**config.mk**
```make
export PLATFORM = sky130hd
export DESIGN_NAME = i2c_master_sequence_engine_unit
export DESIGN_NICKNAME = d
export VERILOG_FILES = /design/src/rtl/core/i2cms_pkg.sv /design/src/rtl/core/i2c_master_sequence_engine_unit.sv /design/src/rtl/core/i2cms_front.sv /design/src/rtl/core/i2cms_back.sv
export SDC_FILE = /design/constraint.sdc
export NUM_CORES = 1
export LEC_CHECK = 0
export ABC_AREA = 1
export BUFFER_PORTS_ARGS = -buffer_cell sky130_fd_sc_hd__buf_2
export CAP_MARGIN = 20
export CORE_MARGIN = 4
export CORE_UTILIZATION = 35
export CTS_CLUSTER_DIAMETER = 50
export DETAILED_ROUTE_END_ITERATION = 6
export PLACE_DENSITY = 0.55
export SETUP_SLACK_MARGIN = 0.02
export SYNTH_ARGS = -nofsm -noshare
export SYNTH_HDL_FRONTEND = slang
export SYNTH_HIERARCHICAL = 1
export SYNTH_SLANG_ARGS = --single-unit
```
**constraint.sdc**
```tcl
create_clock -name clk -period 3.5 [get_ports clk]
set_input_delay 0 -clock clk [delete_from_list [all_inputs] [get_ports clk]]
set_output_delay 0 -clock clk [all_outputs]
set_load 0.01 [all_outputs]
```
**src/rtl/core/i2cms_pkg.sv**
```systemverilog
// Types and constants of the I2C master sequence engine.
package i2cms_pkg;

  localparam logic [1:0] OP_LOAD  = 2'd0;
  localparam logic [1:0] OP_GO    = 2'd1;
  localparam logic [1:0] OP_EVENT = 2'd2;

  localparam logic [1:0] KIND_WRITE   = 2'd0;
  localparam logic [1:0] KIND_READ    = 2'd1;
  localparam logic [1:0] KIND_RESTART = 2'd2;

  localparam logic [7:0] BYTE_ZERO = 8'h00;
  localparam logic [7:0] BYTE_ONES = 8'hFF;

  localparam int IN_DATA_W  = 24;
  localparam int IN_USER_W  = 4;
  localparam int OUT_DATA_W = 16;
  localparam int OUT_USER_W = 4;

  typedef enum logic [1:0] {
    ITEM_LOAD,
    ITEM_GO,
    ITEM_EVENT
  } item_kind_t;

  typedef enum logic [2:0] {
    PH_IDLE,
    PH_START,
    PH_ACK_PREP,
    PH_CHECK,
    PH_GOT_DATA,
    PH_STOP_PREP,
    PH_STOP
  } phase_t;

  typedef enum logic [3:0] {
    CMD_START     = 4'd0,
    CMD_DUMMY     = 4'd1,
    CMD_TX_BYTE   = 4'd2,
    CMD_RX_BYTE   = 4'd3,
    CMD_RX_ACK    = 4'd4,
    CMD_DELIVER   = 4'd5,
    CMD_SEND_ACK  = 4'd6,
    CMD_SEND_NACK = 4'd7,
    CMD_STOP_PREP = 4'd8,
    CMD_STOP      = 4'd9
  } cmd_t;

  typedef struct packed {
    item_kind_t  kind;
    logic [1:0]  entry_kind;
    logic [7:0]  entry_byte;
    logic [6:0]  length;
    logic        wake_request;
    logic [7:0]  shift_in;
  } item_t;

  typedef struct packed {
    cmd_t        command;
    logic [7:0]  data;
    logic        wake;
    logic        last;
  } res_t;

endpackage

```
**src/rtl/core/i2c_master_sequence_engine_unit.sv**
```systemverilog
// An accepted transaction passes through the front-end queue and then the result buffer
// before its first result shows. The front end takes one input transaction per cycle
// while its queue has room; results leave at one per cycle while m_tready is high, and
// an item that yields two results fills two buffer slots. The back end takes an item only
// while at most two results wait in its buffer. Reset clears state machine, indexes and
// queues; command store content is kept undefined until loaded.
module i2c_master_sequence_engine_unit import i2cms_pkg::*; #(
  parameter int SEQ_DEPTH = 64
) (
  input  logic                  clk,
  input  logic                  rst,
  input  logic                  s_tvalid,
  output logic                  s_tready,
  // entry_byte[7:0], length[14:8], wake_request[15], shift_in[23:16]
  input  logic [IN_DATA_W-1:0]  s_tdata,
  // op[1:0], entry_kind[3:2]
  input  logic [IN_USER_W-1:0]  s_tuser,
  output logic                  m_tvalid,
  input  logic                  m_tready,
  // data[7:0], wake[8], zero pad[15:9]
  output logic [OUT_DATA_W-1:0] m_tdata,
  // command[3:0]
  output logic [OUT_USER_W-1:0] m_tuser,
  output logic                  m_tlast
);

  item_t q_item;
  logic  q_valid;
  logic  q_ready;

  i2cms_front u_front (
    .clk      (clk),
    .rst      (rst),
    .s_tvalid (s_tvalid),
    .s_tready (s_tready),
    .s_tdata  (s_tdata),
    .s_tuser  (s_tuser),
    .q_item   (q_item),
    .q_valid  (q_valid),
    .q_ready  (q_ready)
  );

  i2cms_back #(
    .SEQ_DEPTH (SEQ_DEPTH)
  ) u_back (
    .clk      (clk),
    .rst      (rst),
    .q_item   (q_item),
    .q_valid  (q_valid),
    .q_ready  (q_ready),
    .m_tvalid (m_tvalid),
    .m_tready (m_tready),
    .m_tdata  (m_tdata),
    .m_tuser  (m_tuser),
    .m_tlast  (m_tlast)
  );

endmodule

```
**src/rtl/core/i2cms_front.sv**
```systemverilog
// Front end: accepts input transactions, classifies them and queues them; transactions with an unknown op are dropped.
module i2cms_front import i2cms_pkg::*; (
  input  logic                 clk,
  input  logic                 rst,
  input  logic                 s_tvalid,
  output logic                 s_tready,
  // entry_byte[7:0], length[14:8], wake_request[15], shift_in[23:16]
  input  logic [IN_DATA_W-1:0] s_tdata,
  // op[1:0], entry_kind[3:2]
  input  logic [IN_USER_W-1:0] s_tuser,
  output item_t                q_item,
  output logic                 q_valid,
  input  logic                 q_ready
);

  item_t      slots [2];
  logic       wp;
  logic       rp;
  logic [1:0] cnt;
  item_t      cls;
  logic       keep;
  logic       push;
  logic       pop;

  always_comb begin
    cls.entry_kind   = s_tuser[3:2];
    cls.entry_byte   = s_tdata[7:0];
    cls.length       = s_tdata[14:8];
    cls.wake_request = s_tdata[15];
    cls.shift_in     = s_tdata[23:16];
    cls.kind         = ITEM_LOAD;
    keep             = 1'b1;
    unique case (s_tuser[1:0])
      OP_LOAD:  cls.kind = ITEM_LOAD;
      OP_GO:    cls.kind = ITEM_GO;
      OP_EVENT: cls.kind = ITEM_EVENT;
      default:  keep = 1'b0;
    endcase
  end

  assign s_tready = (cnt != 2'd2);
  assign push     = s_tvalid && s_tready && keep;
  assign q_valid  = (cnt != 2'd0);
  assign q_item   = slots[rp];
  assign pop      = q_valid && q_ready;

  always_ff @(posedge clk) begin
    if (push) begin
      slots[wp] <= cls;
    end
  end

  always_ff @(posedge clk) begin
    if (rst) begin
      wp  <= 1'b0;
      rp  <= 1'b0;
      cnt <= 2'd0;
    end else begin
      if (push) begin
        wp <= ~wp;
      end
      if (pop) begin
        rp <= ~rp;
      end
      cnt <= cnt + {1'b0, push} - {1'b0, pop};
    end
  end

endmodule

```
**src/rtl/core/i2cms_back.sv**
```systemverilog
// Back end: command store, sequencing state machine and result buffer.
module i2cms_back import i2cms_pkg::*; #(
  parameter int SEQ_DEPTH = 64
) (
  input  logic                  clk,
  input  logic                  rst,
  input  item_t                 q_item,
  input  logic                  q_valid,
  output logic                  q_ready,
  output logic                  m_tvalid,
  input  logic                  m_tready,
  output logic [OUT_DATA_W-1:0] m_tdata,
  output logic [OUT_USER_W-1:0] m_tuser,
  output logic                  m_tlast
);

  localparam int IDX_W = $clog2(SEQ_DEPTH);
  localparam int CNT_W = $clog2(SEQ_DEPTH + 1);
  localparam int CMP_W = (CNT_W > 7) ? CNT_W : 7;
  localparam logic [IDX_W-1:0] IDX_LAST = IDX_W'(SEQ_DEPTH - 1);

  logic [9:0]       store [SEQ_DEPTH];
  logic [9:0]       rd_q;

  phase_t           phase, phase_next;
  logic [IDX_W-1:0] load_index, load_index_next;
  logic [IDX_W-1:0] read_index, read_index_next;
  logic [CNT_W-1:0] remaining, remaining_next;
  logic             wake_flag, wake_flag_next;
  logic             mem_we;

  res_t             obuf [4];
  logic [1:0]       owp;
  logic [1:0]       orp;
  logic [2:0]       ocnt;
  logic             opop;

  res_t             r0, r1;
  logic [1:0]       n_res;
  logic             take;

  res_t             ne_res;
  phase_t           ne_phase;
  logic             ne_adv;
  logic [CMP_W-1:0] len_ext;
  logic [CMP_W-1:0] len_sat;

  assign q_ready = (ocnt <= 3'd2);
  assign take    = q_valid && q_ready;

  assign len_ext = CMP_W'(q_item.length);
  assign len_sat = (len_ext > CMP_W'(SEQ_DEPTH)) ? CMP_W'(SEQ_DEPTH) : len_ext;

  // next entry of the run, or the stop when the run is used up
  always_comb begin
    ne_res   = '{command: CMD_STOP_PREP, data: BYTE_ZERO, wake: 1'b0, last: 1'b0};
    ne_phase = PH_STOP;
    ne_adv   = 1'b0;
    if (remaining != '0) begin
      ne_adv = 1'b1;
      case (rd_q[9:8])
        KIND_RESTART: begin
          ne_res   = '{command: CMD_DUMMY, data: BYTE_ONES, wake: 1'b0, last: 1'b0};
          ne_phase = PH_START;
        end
        KIND_READ: begin
          ne_res   = '{command: CMD_RX_BYTE, data: BYTE_ZERO, wake: 1'b0, last: 1'b0};
          ne_phase = PH_GOT_DATA;
        end
        default: begin
          ne_res   = '{command: CMD_TX_BYTE, data: rd_q[7:0], wake: 1'b0, last: 1'b0};
          ne_phase = PH_ACK_PREP;
        end
      endcase
    end
  end

  always_comb begin
    phase_next      = phase;
    load_index_next = load_index;
    read_index_next = read_index;
    remaining_next  = remaining;
    wake_flag_next  = wake_flag;
    mem_we          = 1'b0;
    n_res           = 2'd0;
    r0              = '{command: CMD_START, data: BYTE_ZERO, wake: 1'b0, last: 1'b0};
    r1              = r0;
    if (take) begin
      unique case (q_item.kind)
        ITEM_LOAD: begin
          if (phase == PH_IDLE) begin
            mem_we          = 1'b1;
            load_index_next = (load_index == IDX_LAST) ? '0 : load_index + 1'b1;
          end
        end
        ITEM_GO: begin
          if (phase == PH_IDLE) begin
            remaining_next  = CNT_W'(len_sat);
            read_index_next = '0;
            load_index_next = '0;
            wake_flag_next  = q_item.wake_request;
            phase_next      = PH_START;
          end
        end
        ITEM_EVENT: begin
          unique case (phase)
            PH_START: begin
              r1         = ne_res;
              n_res      = 2'd2;
              phase_next = ne_phase;
            end
            PH_ACK_PREP: begin
              r0.command = CMD_RX_ACK;
              n_res      = 2'd1;
              phase_next = PH_CHECK;
            end
            PH_CHECK: begin
              n_res = 2'd1;
              if (q_item.shift_in[0]) begin
                r0.command = CMD_STOP_PREP;
                phase_next = PH_STOP;
              end else begin
                r0         = ne_res;
                phase_next = ne_phase;
              end
            end
            PH_GOT_DATA: begin
              r0.command = CMD_DELIVER;
              r0.data    = q_item.shift_in;
              n_res      = 2'd2;
              if (remaining != '0) begin
                r1.command = CMD_SEND_ACK;
                phase_next = PH_CHECK;
              end else begin
                r1.command = CMD_SEND_NACK;
                r1.data    = BYTE_ONES;
                phase_next = PH_STOP_PREP;
              end
            end
            PH_STOP_PREP: begin
              r0.command = CMD_STOP_PREP;
              n_res      = 2'd1;
              phase_next = PH_STOP;
            end
            PH_STOP: begin
              r0.command = CMD_STOP;
              r0.data    = BYTE_ONES;
              r0.wake    = wake_flag;
              n_res      = 2'd1;
              phase_next = PH_IDLE;
            end
            default: ;
          endcase
          // the entry is consumed only where the next-entry path was taken
          if ((phase == PH_START) ||
              ((phase == PH_CHECK) && !q_item.shift_in[0])) begin
            if (ne_adv) begin
              read_index_next = (read_index == IDX_LAST) ? '0 : read_index + 1'b1;
              remaining_next  = remaining - 1'b1;
            end
          end
        end
        default: ;
      endcase
    end
    if (n_res == 2'd1) begin
      r0.last = 1'b1;
    end
    if (n_res == 2'd2) begin
      r1.last = 1'b1;
    end
  end

  always_ff @(posedge clk) begin
    if (mem_we) begin
      store[load_index] <= {q_item.entry_kind, q_item.entry_byte};
    end
    rd_q <= store[read_index_next];
  end

  always_ff @(posedge clk) begin
    if (rst) begin
      phase      <= PH_IDLE;
      load_index <= '0;
      read_index <= '0;
      remaining  <= '0;
      wake_flag  <= 1'b0;
    end else begin
      phase      <= phase_next;
      load_index <= load_index_next;
      read_index <= read_index_next;
      remaining  <= remaining_next;
      wake_flag  <= wake_flag_next;
    end
  end

  assign m_tvalid = (ocnt != 3'd0);
  assign opop     = m_tvalid && m_tready;
  assign m_tdata  = {7'd0, obuf[orp].wake, obuf[orp].data};
  assign m_tuser  = obuf[orp].command;
  assign m_tlast  = obuf[orp].last;

  always_ff @(posedge clk) begin
    if (n_res != 2'd0) begin
      obuf[owp] <= r0;
    end
    if (n_res == 2'd2) begin
      obuf[owp + 2'd1] <= r1;
    end
  end

  always_ff @(posedge clk) begin
    if (rst) begin
      owp  <= 2'd0;
      orp  <= 2'd0;
      ocnt <= 3'd0;
    end else begin
      owp <= owp + n_res;
      if (opop) begin
        orp <= orp + 2'd1;
      end
      ocnt <= ocnt + {1'b0, n_res} - {2'b0, opop};
    end
  end

endmodule

```
# ---- After elaboration in Yosys (flattened, before gate mapping)
# Memories as Yosys holds them, arrays and structs flattened. A register that Yosys moved wholly into a read port is not among the register bits.
# Cells that the tools add are included.
dict set report op_classes {
  n_addsub 10
  mul 0
  n_div 0
  n_lt_le_gt_ge 2
  n_eq_ne 22
  shifts 0
  mux 61
  bitwise 2
  reduce_logical 23
}
# operator n
set op_table {}
lappend op_table {{$mux 14} 5}
lappend op_table {{$mux 6} 8}
lappend op_table {{$pmux 12 s2} 2}
lappend op_table {{$mux 7} 4}
lappend op_table {{$pmux 6 s2} 2}
lappend op_table {{$pmux 8 s3} 1}
lappend op_table {{$pmux 4 s5} 1}
lappend op_table {{$mux 1} 19}
lappend op_table {{$pmux 3 s6} 1}
lappend op_table {{$pmux 7 s2} 1}
lappend op_table {{$add 6x1->6 const B} 2}
lappend op_table {{$eq 6x6->1 const B} 2}
lappend op_table {{$mux 3} 4}
lappend op_table {{$pmux 3 s2} 2}
lappend op_table {{$mux 10} 1}
lappend op_table {{$mux 2} 5}
lappend op_table {{$eq 3x3->1 const B} 3}
lappend op_table {{$eq 2x1->1 const B} 4}
lappend op_table {{$eq 2x2->1 const B} 4}
lappend op_table {{$mux 8} 1}
lappend op_table {{$ne 2x1->1 const B} 4}
lappend op_table {{$pmux 2 s2} 2}
lappend op_table {{$reduce_and 4->1} 2}
lappend op_table {{$reduce_bool 2->1} 4}
lappend op_table {{28 further kinds} 36}
dict set report word_totals {
  reg_bits 34
  latchBits 0
  ram_bits 752
  rom_bits 0
  output_inout_bits 23
  word_cells 134
  mem_count 3
}
# memory depth width rd rd_ports_with_merged_regs write_ports line_no
set mem_list {}
lappend mem_list {u_back.store 64 10 1 1 1 i2cms_back.sv:22} ;# logic [9:0] store [SEQ_DEPTH];
lappend mem_list {u_back.obuf 4 14 1 1 2 i2cms_back.sv:32} ;# res_t obuf [4];
lappend mem_list {u_front.slots 2 28 1 1 1 i2cms_front.sv:16} ;# item_t slots [2];

# ---- Logic depth before layout (Yosys ltp)
dict set report logic_depth {
  depth_word 8
  mapped_depth 21
  ltp_nobuf 18
}

# ---- By module
# The synthesis kept the hierarchy.
# module n_inst cells_each area_each_um2
set modules_own_cells {}
lappend modules_own_cells {i2cms_back 1 2771 31047.3}
lappend modules_own_cells {i2cms_front 1 126 2402.3}

# ---- Worst setup path after synthesis
# OpenSTA, ideal clock, no wires.
dict set report synth_timing {
  kind {reg-to-reg}
  from {reg with a tool-made name}
  to {reg u_back.ocnt[2]}
  arrival_time_ns 3.007
  t_required_ns 3.380
  path_slack_ns 0.373
  path_stages_with_launch 16
  n_path_buf 1
  synth_period_minus_slack_ns 3.127
  path_cell_list {dfxtp_1 > buf_6 > mux2_2 > inv_1 > ha_1 > inv_1 > nor2_2 > clkinv_1 > nor2_1 > inv_1 > ha_1 > inv_1 > ha_1 > fa_1 > o21ai_0 > a21oi_1}
}
# item line_no
set synth_rtl {}
lappend synth_rtl {{end signal, assigned} i2cms_back.sv:222} ;# ocnt <= ocnt + {1'b0, n_res} - {2'b0, opop};
lappend synth_rtl {{end, declared} i2cms_back.sv:35} ;# logic [2:0] ocnt;

==> results.json <==
{
  "p_switching_mw": 6.69,
  "syn_to_final_growth_pct": 17.8,
  "dp_hpwl_um": 55100,
  "cts_buffers": 92,
  "wl_met2_um": 44600,
  "rows": 113,
  "synth_area_um2": 33400,
  "ys.flop_type": "edfxtp_1",
  "coreArea_um2": 94900,
  "pin_count": 55,
  "post-route-period-util_pct": 92.6,
  "clkLatencyLatePin_ps": 680,
  "nNetsFinal": 3105,
  "fill_cells": 8908,
  "cpMaxStageDelayCell": "dfxtp_1",
  "power_frac_clock_pct": 39.5,
  "crit_type": "flop to flop",
  "avgViaCountPerCell": 5.28,
  "pwr-share-seq_pct": 46.8,
  "grt_pass1_vias": 21961,
  "ys_seq_area_share_pct": 70.2,
  "crit_chain": "mux2_2, inv_1, ha_1, nand2_1, nor2_2, inv_1, o21ai_4, nand2_8, buf_16, nand2_1, nand3_1, nand3_1, nand3_1, nand3_1, nand2_1, nand2_1, nand2_1",
  "rsz0062_at_grt": "no",
  "die-height_um": 317,
  "async_reset_ff_share_pct": 0,
  "clk_pin_slew_ps": 60,
  "timing.critical_path.max_delay_family": "simple AND/OR/NAND/NOR gates",
  "wl_met1_um": 40500,
  "synth_edf_count": 748,
  "grt-ovfl-total": 0,
  "ys_types": 49,
  "switching_share_pct": 27.3,
  "min_path_type": "input pin to flop",
  "worst_pin_slew_ps": 980,
  "finalHoldWorstSlack_ps": 58.8,
  "highest_layer": "met4",
  "dieArea_um2": 101000,
  "vias": 23225,
  "wirelength_um": 94800,
  "port-buffer-count": 47,
  "crit_path_end_kind": "flop",
  "intPower_mw": 17.8,
  "cpMostUsedCell": "nand2_1",
  "cp-start-kind": "flop",
  "leakagePower_nw": 13.9,
  "layout_min_cycle_time_ps": 3240,
  "ant_nets": 0,
  "met3_length_um": 7130,
  "power_density_nw_per_um2": 622,
  "synth_cells": 2897,
  "drive_above_1_share_pct": 12.6,
  "drcViolationCount": 0,
  "cts_sinks": 799,
  "gp_congestion": 0.832,
  "ys_warn_count": 6,
  "arrival_ps": 3810,
  "antenna_found_initial": 0,
  "final_cell_mix": "edfxtp_1, nand3_1, nand2_1, nor2_1, buf_4",
  "die_x_um": 317,
  "max_freq_ghz": 0.309,
  "total_power_mw": 24.5,
  "drtPass1Iterations": 5,
  "final-max-slew-violation-count": 0,
  "setup_viol": 0,
  "layout_commonest_cell": "edfxtp_1",
  "post_synth.cell_area_avg_um2": 11.5,
  "skew_ps": 43.7,
  "detail_route.wl_per_cell_um": 21.5,
  "dr.first_iter.drc_count": 2524,
  "ir_drop_uv": 409,
  "ys_ff_latch": 799,
  "cts_root_buffer": "clkbuf_16",
  "start_util_pct": 35.3,
  "grt_pass1_wl_um": 139000,
  "hold_violations": 0,
  "cpPeakStageDelay_ps": 410,
  "cts_htree_levels": 3,
  "clk_path_buf_depth": 3,
  "cp.required_ps": 4070,
  "grt_max_degree": 79,
  "gr-usage-all-layers_pct": 18.2,
  "cap_violations": 0,
  "fin_setup_tns_ps": 0,
  "cp_num_buf_inv": 3,
  "status": "finished clean",
  "crit_fanout": 39,
  "relSlewSlack_pct": 34.7,
  "p_comb_share_pct": 13.7,
  "cts_tree": "built"
}
==> registers in the layout, indices dropped and copies added, names as in the netlist, named ones only <==
signal,flops
u_front/rp,1
u_back/wake_flag,1
u_back/rd_q,10
u_back/obuf,56
u_back/remaining,7
u_back/phase,3
u_back/ocnt,3
u_front/cnt,2
u_back/orp,2
u_back/store,640
u_back/owp,2
u_front/wp,1
u_front/slots,56
u_back/load_index,6
u_back/read_index,6
==> kinds of logic (layout without fill, tap and decap cells) <==
family                   count (synthesis)  after routing  synth area share (%)
AND/OR/NAND/NOR                       1588           1590                  20.7
flip-flops                             799            799                  70.2
buffers and inverters                  265            494                  3.75
AO/OA/AOI/OAI                          195            195                  3.45
multiplexers                            28             28                  1.17
adder cells (fa/ha/maj)                 15             15                 0.584
XOR/XNOR                                 6              6                 0.157
other                                    1              9                0.0112
==> cell type report <==
cell class,instances,area (um^2),area share (%)
Inverter,92,345,0.876
Antenna cell,2,5.00,0.0127
Multi-Input combinational cell,1841,8820,22.4
Timing Repair Buffer,232,2060,5.24
Sequential cell,799,23500,59.6
Tap cell,1265,1580,4.02
Clock inverter,67,757,1.92
Clock buffer,103,2350,5.97
==> per-layer routing <==
metal	track usage [%]	vias to the layer above
li1	-	10693
met1	25.5	11453
met2	29.2	922
met3	3.11	157
met4	5.31	0
met5	0	-
==> timing repair <==
item | in CTS | in global routing
hold endpoints to repair | 80 | 0
hold buffers | 32 | 0
setup endpoints to repair | 0 | 10
resized for setup | 0 | 3
setup buffers | 0 | 12
==> power groups by stage <==
stage | logic (mW) | clock network (mW) | registers, mW
global placement | 3.30 | 0 | 11.7
finish | 3.35 | 9.69 | 11.5
floorplan | 1.99 | 0 | 11.6
global route | 3.66 | 10.3 | 11.5
CTS | 3.35 | 9.87 | 11.5
detailed placement | 3.31 | 0 | 11.7
==> synthesized netlist by cell type (all sizes together), types with 2 or more instances <==
master    n  area (um^2)
nand2   710         2670
mux2     28          390
xnor2     2         17.5
edfxtp  748        22500
inv      89          334
nor3b     2         20.0
clkinv    3         11.3
a221oi    4         35.0
nand3   712         3570
ha       14          175
dfxtp    51         1020
clkbuf   65          244
buf     108          664
o21ai    81          420
a21oi    29          164
a211oi    5         37.5
a31oi     2         12.5
o22ai    62          388
xor2      4         35.0
nor3      6         30.0
o221ai    3         26.3
o21bai    3         22.5
nor2    156          608
==> final timing paths <==
| path | startpoint | end | slack (ps) | cells past startpoint |
|---|---|---|---|---|
| min reg2reg | u_back/remaining[6]$_SDFFE_PP0P_ | u_back/remaining[6]$_SDFFE_PP0P_ | 470 | 2 |
| max reg2reg | flop | u_back/rd_q[5]$_DFF_P_ | 260 | 17 |
| min | s_tdata[8] | u_front/slots[0][9]$_DFFE_PP_ | 60 | 2 |
| max | flop | u_back/rd_q[5]$_DFF_P_ | 260 | 17 |
==> per-stage QoR <==
| step | setup WS (ps) | area [um^2] | std cells | util (%) |
|---|---|---|---|---|
| after floorplan | 373 | 33500 | 2903 | - |
| after global placement | 136 | 35800 | 4181 | 37.7 |
| after detailed placement | 90.3 | 35800 | 4181 | 37.7 |
| after CTS | 116 | 39200 | 4383 | 41.3 |
| after global routing | 13.0 | 39400 | 4399 | 41.5 |
| final | 259 | 39400 | 4401 | 41.5 |
(Power assumes the default switching activity.)
